## src/hdl/rto_est_pkg.sv

```systemverilog
package rto_est_pkg;

  // Operation codes of the request channel.
  localparam logic [1:0] OP_RTT_SAMPLE  = 2'd0;
  localparam logic [1:0] OP_REXMT_EXPIRY = 2'd1;
  localparam logic [1:0] OP_DELACK_EXPIRY = 2'd2;
  localparam logic [1:0] OP_OTHER_TIMER  = 2'd3;

  // Configuration register indexes.
  localparam logic [1:0] REG_RTO_MIN     = 2'd0;
  localparam logic [1:0] REG_RTO_MAX     = 2'd1;
  localparam logic [1:0] REG_RTO_DEFAULT = 2'd2;

  localparam int unsigned CFG_INDEX_W = 2;
  localparam int unsigned TICKS_W     = 16;
  localparam int unsigned SAMPLE_TICKS_W = 14;
  localparam int unsigned SCALED_W    = 17;
  localparam int unsigned BACKOFF_W   = 4;
  localparam int unsigned SEQ_W       = 32;
  localparam int unsigned US_W        = 32;

  localparam logic [TICKS_W-1:0] RTO_MIN_RESET     = 16'd1;
  localparam logic [TICKS_W-1:0] RTO_MAX_RESET     = 16'd128;
  localparam logic [TICKS_W-1:0] RTO_DEFAULT_RESET = 16'd6;

  // A sample is capped so that SRTT x8 still fits the scaled width.
  localparam logic [SAMPLE_TICKS_W-1:0] SAMPLE_TICKS_CAP = 14'd16383;

  // The backoff multiplier doubles up to 64 and then stays there.
  localparam int unsigned MULT_SHIFT_W = 3;
  localparam logic [MULT_SHIFT_W-1:0] MULT_SHIFT_MAX = 3'd6;
  localparam int unsigned TIMER_FULL_W = TICKS_W + 6;

  typedef logic [SAMPLE_TICKS_W-1:0] sample_ticks_t;

  function automatic logic [MULT_SHIFT_W-1:0] backoff_mult_shift(
    input logic [BACKOFF_W-1:0] shift
  );
    logic [MULT_SHIFT_W-1:0] res;
    if (shift > BACKOFF_W'(MULT_SHIFT_MAX)) begin
      res = MULT_SHIFT_MAX;
    end else begin
      res = shift[MULT_SHIFT_W-1:0];
    end
    return res;
  endfunction

endpackage

```

## src/hdl/rto_est_ticks.sv

```systemverilog
module rto_est_ticks #(
  parameter int unsigned TICK_MS = 500
) (
  input  logic [rto_est_pkg::US_W-1:0] rtt_us,
  output rto_est_pkg::sample_ticks_t   sample_ticks
);
  import rto_est_pkg::*;

  // A tick is TICK_MS * 1000 us, always a multiple of 8, so the low three
  // bits are dropped first and the rest is divided by TICK_MS * 125.
  localparam int unsigned     PRE_SHIFT = 3;
  localparam int unsigned     NUM_W     = US_W - PRE_SHIFT;
  localparam longint unsigned Div       = longint'(TICK_MS) * 125;
  localparam int unsigned     DIV_LOG   = $clog2(Div);
  localparam int unsigned     SHIFT     = NUM_W + DIV_LOG;
  localparam longint unsigned Recip     = ((64'd1 << SHIFT) + Div - 64'd1) / Div;
  localparam int unsigned     RECIP_W   = $clog2(Recip + 64'd1);
  localparam int unsigned     PROD_W    = NUM_W + RECIP_W;

  logic [NUM_W-1:0]  num;
  logic [PROD_W-1:0] prod;
  logic [PROD_W-1:0] quot;

  // Rounded-up reciprocal with a shift of NUM_W + ceil(log2 divisor) bits
  // gives the exact floor quotient for every numerator of NUM_W bits.
  assign num  = rtt_us[US_W-1:PRE_SHIFT];
  assign prod = PROD_W'(num) * PROD_W'(Recip);
  assign quot = prod >> SHIFT;

  always_comb begin
    if (quot == '0) begin
      sample_ticks = SAMPLE_TICKS_W'(1);
    end else if (quot > PROD_W'(SAMPLE_TICKS_CAP)) begin
      sample_ticks = SAMPLE_TICKS_CAP;
    end else begin
      sample_ticks = quot[SAMPLE_TICKS_W-1:0];
    end
  end

endmodule

```

## src/hdl/tcp_rto_estimator_backoff_unit.sv

```systemverilog
// A result is registered in the result register after its request
// transaction has passed the input register. One transaction per cycle is
// accepted while the response side does not stall; the tick conversion
// multiplier sits in front of the input register and the estimator update after it.
// Reset (rst, synchronous): no estimate, timeout and backoff zero, clamps
// back to min 1, max 128 and default 6 ticks, both pipeline stages empty.
module tcp_rto_estimator_backoff_unit #(
  parameter int unsigned TICK_MS           = 500,
  parameter int unsigned MAX_BACKOFF_SHIFT = 12
) (
  input  logic                                 clk,
  input  logic                                 rst,
  input  logic                                 cfg_we,
  input  logic [rto_est_pkg::CFG_INDEX_W-1:0]  cfg_index,
  input  logic [rto_est_pkg::TICKS_W-1:0]      cfg_data,
  input  logic                                 req_valid,
  output logic                                 req_stall,
  input  logic [1:0]                           operation,
  input  logic [rto_est_pkg::US_W-1:0]         rtt_sample_us,
  input  logic [rto_est_pkg::SEQ_W-1:0]        send_next,
  input  logic [rto_est_pkg::SEQ_W-1:0]        send_unacked,
  output logic                                 rsp_valid,
  input  logic                                 rsp_stall,
  output logic [rto_est_pkg::TICKS_W-1:0]      rto_ticks,
  output logic [rto_est_pkg::TICKS_W-1:0]      rexmt_timer_ticks,
  output logic [rto_est_pkg::BACKOFF_W-1:0]    backoff_count,
  output logic [rto_est_pkg::SEQ_W-1:0]        bytes_outstanding,
  output logic                                 rewind_send_next,
  output logic                                 clear_rtt_measure,
  output logic                                 ack_now
);
  import rto_est_pkg::*;

  // Configuration
  logic [TICKS_W-1:0] rto_min;
  logic [TICKS_W-1:0] rto_max;
  logic [TICKS_W-1:0] rto_default;

  // Input register
  logic               hold_valid;
  logic [1:0]         hold_op;
  sample_ticks_t      hold_ticks;
  logic [SEQ_W-1:0]   hold_snx;
  logic [SEQ_W-1:0]   hold_sua;
  sample_ticks_t      req_ticks;

  // Estimator state
  logic [SCALED_W-1:0]  srtt;
  logic [SCALED_W-1:0]  rttvar;
  logic [TICKS_W-1:0]   rto_current;
  logic [BACKOFF_W-1:0] backoff_shift;

  logic [SCALED_W-1:0]  srtt_next;
  logic [SCALED_W-1:0]  rttvar_next;
  logic [TICKS_W-1:0]   rto_current_next;
  logic [BACKOFF_W-1:0] backoff_shift_next;

  logic                 advance;
  logic [SAMPLE_TICKS_W-1:0] est;
  logic [SAMPLE_TICKS_W-1:0] mag;
  logic [SCALED_W-1:0]  srtt_upd;
  logic [SCALED_W-1:0]  rttvar_upd;
  logic [SCALED_W:0]    rto_full;
  logic [TICKS_W-1:0]   rto_clamped;
  logic [BACKOFF_W-1:0] shift_inc;
  logic [TICKS_W-1:0]   base;
  logic [TIMER_FULL_W-1:0] timer_full;
  logic [TICKS_W-1:0]   timer;

  rto_est_ticks #(
    .TICK_MS(TICK_MS)
  ) u_ticks (
    .rtt_us      (rtt_sample_us),
    .sample_ticks(req_ticks)
  );

  // The result register frees up when it is empty or being taken.
  assign advance   = !rsp_valid || !rsp_stall;
  assign req_stall = hold_valid && !advance;

  always_ff @(posedge clk) begin
    if (rst) begin
      rto_min     <= RTO_MIN_RESET;
      rto_max     <= RTO_MAX_RESET;
      rto_default <= RTO_DEFAULT_RESET;
    end else if (cfg_we) begin
      unique case (cfg_index)
        REG_RTO_MIN:     rto_min     <= cfg_data;
        REG_RTO_MAX:     rto_max     <= cfg_data;
        REG_RTO_DEFAULT: rto_default <= cfg_data;
        default: ;
      endcase
    end
  end

  always_ff @(posedge clk) begin
    if (rst) begin
      hold_valid <= 1'b0;
    end else if (!req_stall) begin
      hold_valid <= req_valid;
    end
  end

  always_ff @(posedge clk) begin
    if (req_valid && !req_stall) begin
      hold_op    <= operation;
      hold_ticks <= req_ticks;
      hold_snx   <= send_next;
      hold_sua   <= send_unacked;
    end
  end

  // Jacobson/Karels update; a zero SRTT means no sample has been taken yet.
  always_comb begin
    est = srtt[SCALED_W-1:3];
    if (hold_ticks >= est) begin
      mag = hold_ticks - est;
    end else begin
      mag = est - hold_ticks;
    end
    if (srtt == '0) begin
      srtt_upd   = SCALED_W'(hold_ticks) << 3;
      rttvar_upd = SCALED_W'(hold_ticks) << 1;
    end else begin
      srtt_upd   = srtt - SCALED_W'(est) + SCALED_W'(hold_ticks);
      rttvar_upd = rttvar - (rttvar >> 2) + SCALED_W'(mag);
    end
    rto_full = (SCALED_W + 1)'(srtt_upd[SCALED_W-1:3]) + (SCALED_W + 1)'(rttvar_upd);
    // If the clamps cross, rto_min wins below it and rto_max otherwise.
    if (rto_full < (SCALED_W + 1)'(rto_min)) begin
      rto_clamped = rto_min;
    end else if (rto_full > (SCALED_W + 1)'(rto_max)) begin
      rto_clamped = rto_max;
    end else begin
      rto_clamped = rto_full[TICKS_W-1:0];
    end
  end

  always_comb begin
    if (backoff_shift < BACKOFF_W'(MAX_BACKOFF_SHIFT)) begin
      shift_inc = backoff_shift + BACKOFF_W'(1);
    end else begin
      shift_inc = backoff_shift;
    end
    base       = (rto_current != '0) ? rto_current : rto_default;
    timer_full = TIMER_FULL_W'(base) << backoff_mult_shift(shift_inc);
    if (timer_full > TIMER_FULL_W'(rto_max)) begin
      timer = rto_max;
    end else begin
      timer = timer_full[TICKS_W-1:0];
    end
  end

  always_comb begin
    srtt_next          = srtt;
    rttvar_next        = rttvar;
    rto_current_next   = rto_current;
    backoff_shift_next = backoff_shift;
    unique case (hold_op)
      OP_RTT_SAMPLE: begin
        srtt_next        = srtt_upd;
        rttvar_next      = rttvar_upd;
        rto_current_next = rto_clamped;
      end
      OP_REXMT_EXPIRY: begin
        backoff_shift_next = shift_inc;
      end
      OP_DELACK_EXPIRY, OP_OTHER_TIMER: ;
    endcase
  end

  always_ff @(posedge clk) begin
    if (rst) begin
      srtt          <= '0;
      rttvar        <= '0;
      rto_current   <= '0;
      backoff_shift <= '0;
      rsp_valid     <= 1'b0;
    end else if (advance) begin
      rsp_valid <= hold_valid;
      if (hold_valid) begin
        srtt          <= srtt_next;
        rttvar        <= rttvar_next;
        rto_current   <= rto_current_next;
        backoff_shift <= backoff_shift_next;
      end
    end
  end

  always_ff @(posedge clk) begin
    if (hold_valid && advance) begin
      rto_ticks         <= rto_current_next;
      backoff_count     <= backoff_shift_next;
      rexmt_timer_ticks <= (hold_op == OP_REXMT_EXPIRY) ? timer : '0;
      bytes_outstanding <= (hold_op == OP_REXMT_EXPIRY) ? (hold_snx - hold_sua) : '0;
      rewind_send_next  <= (hold_op == OP_REXMT_EXPIRY);
      clear_rtt_measure <= (hold_op == OP_REXMT_EXPIRY);
      ack_now           <= (hold_op == OP_DELACK_EXPIRY);
    end
  end

endmodule
```

## config.mk

```make
export PLATFORM = sky130hd
export DESIGN_NAME = tcp_rto_estimator_backoff_unit
export DESIGN_NICKNAME = d
export VERILOG_FILES = /design/src/hdl/rto_est_pkg.sv /design/src/hdl/rto_est_ticks.sv /design/src/hdl/tcp_rto_estimator_backoff_unit.sv
export SDC_FILE = /design/constraint.sdc
export NUM_CORES = 2
export LEC_CHECK = 0
export ABC_CLOCK_PERIOD_IN_PS = 11800
export BUFFER_PORTS_ARGS = -buffer_cell sky130_fd_sc_hd__buf_4
export CAP_MARGIN = 20
export CORE_MARGIN = 1
export CORE_UTILIZATION = 64
export CTS_CLUSTER_DIAMETER = 40
export DETAILED_ROUTE_END_ITERATION = 6
export GPL_TIMING_DRIVEN = 0
export PLACE_DENSITY = 0.83
export SYNTH_ARGS = -nofsm -noshare
export SYNTH_HDL_FRONTEND = slang
export SYNTH_SLANG_ARGS = --single-unit
```

## constraint.sdc

```tcl
create_clock -name clk -period 11.8 [get_ports clk]
set_input_delay 0.59 -clock clk [delete_from_list [all_inputs] [get_ports clk]]
set_output_delay 0.59 -clock clk [all_outputs]
set_load 0.05 [all_outputs]
```

==> results.yml <==
logic_synthesis:
  ys_dominant_reg_cell: "sky130_fd_sc_hd__edfxtp_1"
  synth_seq_area_share_pct: 21.32
  synth-simple-area-share_pct: 9.641
  muxShareOfSynthArea_pct: 2.021
  synth.net_count: 4176
  post_synth_xor_area_fraction_pct: 2.467
  asyncSetResetFlopFracSynth_pct: 0
  syn-cell-area_sq_um: 30890
  adder_and_majority_cell_fraction_of_the_synthesized_area_pct: 43.25
  yosys_register_bits: 254
  ys_warn_count: 0
  post_synth_inst_count: 3204
  synth.lib_cells_used.distinct: 80
  dominant_combinational_cell_family_by_area_after_synthesis: "adder cells"
  synth-edff-count: 150
  synth.avg_cell_area_sq_um: 9.640
  synth_compound_area_share_pct: 13.01
worst_setup_path:
  critical_path.startpoint_type: "flop"
  crit_required_ps: 12070
  rrSetupSlack_ps: 1260
  worstSetupEndpointType: "flop"
  worst_setup_path_type: "reg2reg"
  crit_slowest_cell: "sky130_fd_sc_hd__fa_1"
  rr_startpoint: "hold_ticks[6]$_SDFFCE_PP0P_"
  crit_path_buffers_inverters: 7
  cp_slowest_stage_delay_ps: 480
  cp_top_family: "compound AO/OA/AOI/OAI gates"
  data_arrival_time_of_the_worst_path_ps: 10810
  critical_path.max_fanout: 10
  crit_startpoint: "hold_ticks[6]$_SDFFCE_PP0P_"
die:
  design.portCount: 194
  core_region_area_sq_um: 47650
  die_area_sq_um: 49140
  start_util_pct: 64.82
  number_of_core_rows: 80
  fp.dieW_um: 221.7
  die-height_um: 221.7
timing:
  fin_crit_ps: 10540
  report.final.slew_viol_count: 0
  final_min_period_over_clock_period_pct: 89.30
  timing.setup.tns_ps: 0
  max_slew_margin_pct: 35.69
  worst_pin_slew_ps: 964.7
  worst_clk_skew_ps: 23.00
  finalSetupViolations: 0
  hold_viol_final: 0
  grt_setup_unrepaired: "false"
  timing.fmax_mhz: 94.90
global_route:
  grt_max_degree: 75
  grt_pass1_vias: 25810
  wire_length_of_the_first_global_routing_pass_um: 135200
  grt-ovfl-total: 0
  grt_antenna_before_repair: 2
  globalRouteTotalUtil_pct: 35.20
finish:
  layout.nets: 4411
  drive_above_1_share_pct: 8.554
  area_growth_pct: 11.78
  finalInstanceArea_sq_um: 34530
  mostFrequentLayoutCell: "sky130_fd_sc_hd__inv_1"
  final-instance-count-excl-fill: 4088
  layout.cells.most_common_list: "sky130_fd_sc_hd__inv_1 (603), sky130_fd_sc_hd__ha_1 (490), sky130_fd_sc_hd__fa_1 (361), sky130_fd_sc_hd__nand2_1 (251)"
placed_design:
  placement.cell_area_sq_um: 33130
  place.port_buffers: 189
  dp_wirelength_um: 70590
  finalWeightedCongestion: 0.9835
  dp_cells: 4011
clock_network:
  clk_root_buffer_cell: "sky130_fd_sc_hd__clkbuf_16"
  clock_tree_from_tritoncts: "done"
  ctsLongestPathBuffers: 3
  cts.hold.buffers_added: 0
  clk_latency_ps: 570
  ctsResizeCount: 0
  cts.sinks: 254
  cts_buffers: 41
  cts_max_level: 2
  cts_setup_buffers: 0
  clk_pin_slew_worst_paths_ps: 60
routing:
  viasPerCell: 6.033
  drcViolationCount: 0
  drtPass1Iterations: 6
  routed_wl_um: 85950
  vias: 24660
  detail_route.iter0.violations: 1848
  antenna_left: 0
  avgRoutedWirePerCell_um: 21.02
worst_hold_path:
  hp-start: "send_next[27]"
  min_path_type: "in2reg"
run:
  timing.max_cap.violations: 0
outcome:
  outcome: "completed"
[registers in the layout, summed over array words and instances, names as in the netlist, 17 cells and up]
register           flops
bytes_outstanding     32
hold_snx              32
hold_sua              32
rttvar                17
srtt                  17
[layer usage]
layer | part of all wire, % | routed length, um | GRT usage (%)
met1 | 38 | 32740 | 42.58
met2 | 50 | 42620 | 61.45
met3 | 7.0 | 6023 | 5.500
met4 | 5.3 | 4554 | 16.80
met5 | 0.0093 | 8 | 0
[cell families after synthesis]
| logic type | count (synthesis) |
|---|---|
| AO/OA/AOI/OAI | 622 |
| XOR/XNOR | 87 |
| adder cells (fa/ha/maj) | 851 |
| buffers and inverters | 677 |
| flip-flops | 254 |
| multiplexers | 61 |
| AND/OR/NAND/NOR | 652 |
[cell usage after synthesis, drive strengths merged, types with 10 or more instances]
cell     instances  area, sq um
nor2           189        709.4
clkbuf          58        217.7
nand4           23        143.9
a2111oi         11        106.4
mux2            11        123.9
o21a            28        210.2
and2            13        81.33
nor4            15        93.84
and3            20        130.1
a2bb2oi         12        105.1
inv            604         2267
a31oi           23        143.9
a21o            62        465.5
nand2          251        942.2
dfxtp          104         2082
o211ai          17        127.6
ha             490         6131
fa             361         7227
o22ai           29        181.4
xnor2           51        446.7
a211oi          57        432.9
o21ai          105        525.5
mux2i           50        500.5
or3             10        62.56
o21bai          13        97.59
nand3           30        150.1
nor3            31        160.1
buf             15        73.82
nand2b          15        93.84
xor2            36        315.3
a21oi          192        964.7
edfxtp         150         4504
nor2b           18        112.6
[area by class of cell]
type | count | area, sq um
timing repair buffer | 192 | 1463
antenna | 1 | 2.502
buffer | 73 | 291.5
multi-input combinational | 2273 | 21750
sequential | 254 | 6586
fill | 3375 | 13120
inverter | 604 | 2270
tap | 615 | 769.5
clock buffer | 48 | 1084
clock inverter | 28 | 311.5
[worst paths after layout]
path	end	cells after the start
worst min register to register	rto_min[8]$_SDFFE_PP0P_	2
worst max register to register	rto_ticks[8]$_DFFE_PP_	39
worst min-delay path	hold_snx[27]$_DFFE_PP_	1
worst max-delay path	rto_ticks[8]$_DFFE_PP_	39
[per-stage QoR]
step	hold WS, ps	setup slack [ps]	util (%)
CTS	175.7	1533	72.46
detailed placement	446.9	1629	69.53
floorplan	436.3	3517	-
finish	196.8	1262	72.46
global placement	445.2	1880	69.42
global route	177.2	867.9	72.46
Power is left out: the tool's default activity adds up to more than one toggle a clock period on the data nets, which glitch-free logic cannot reach.
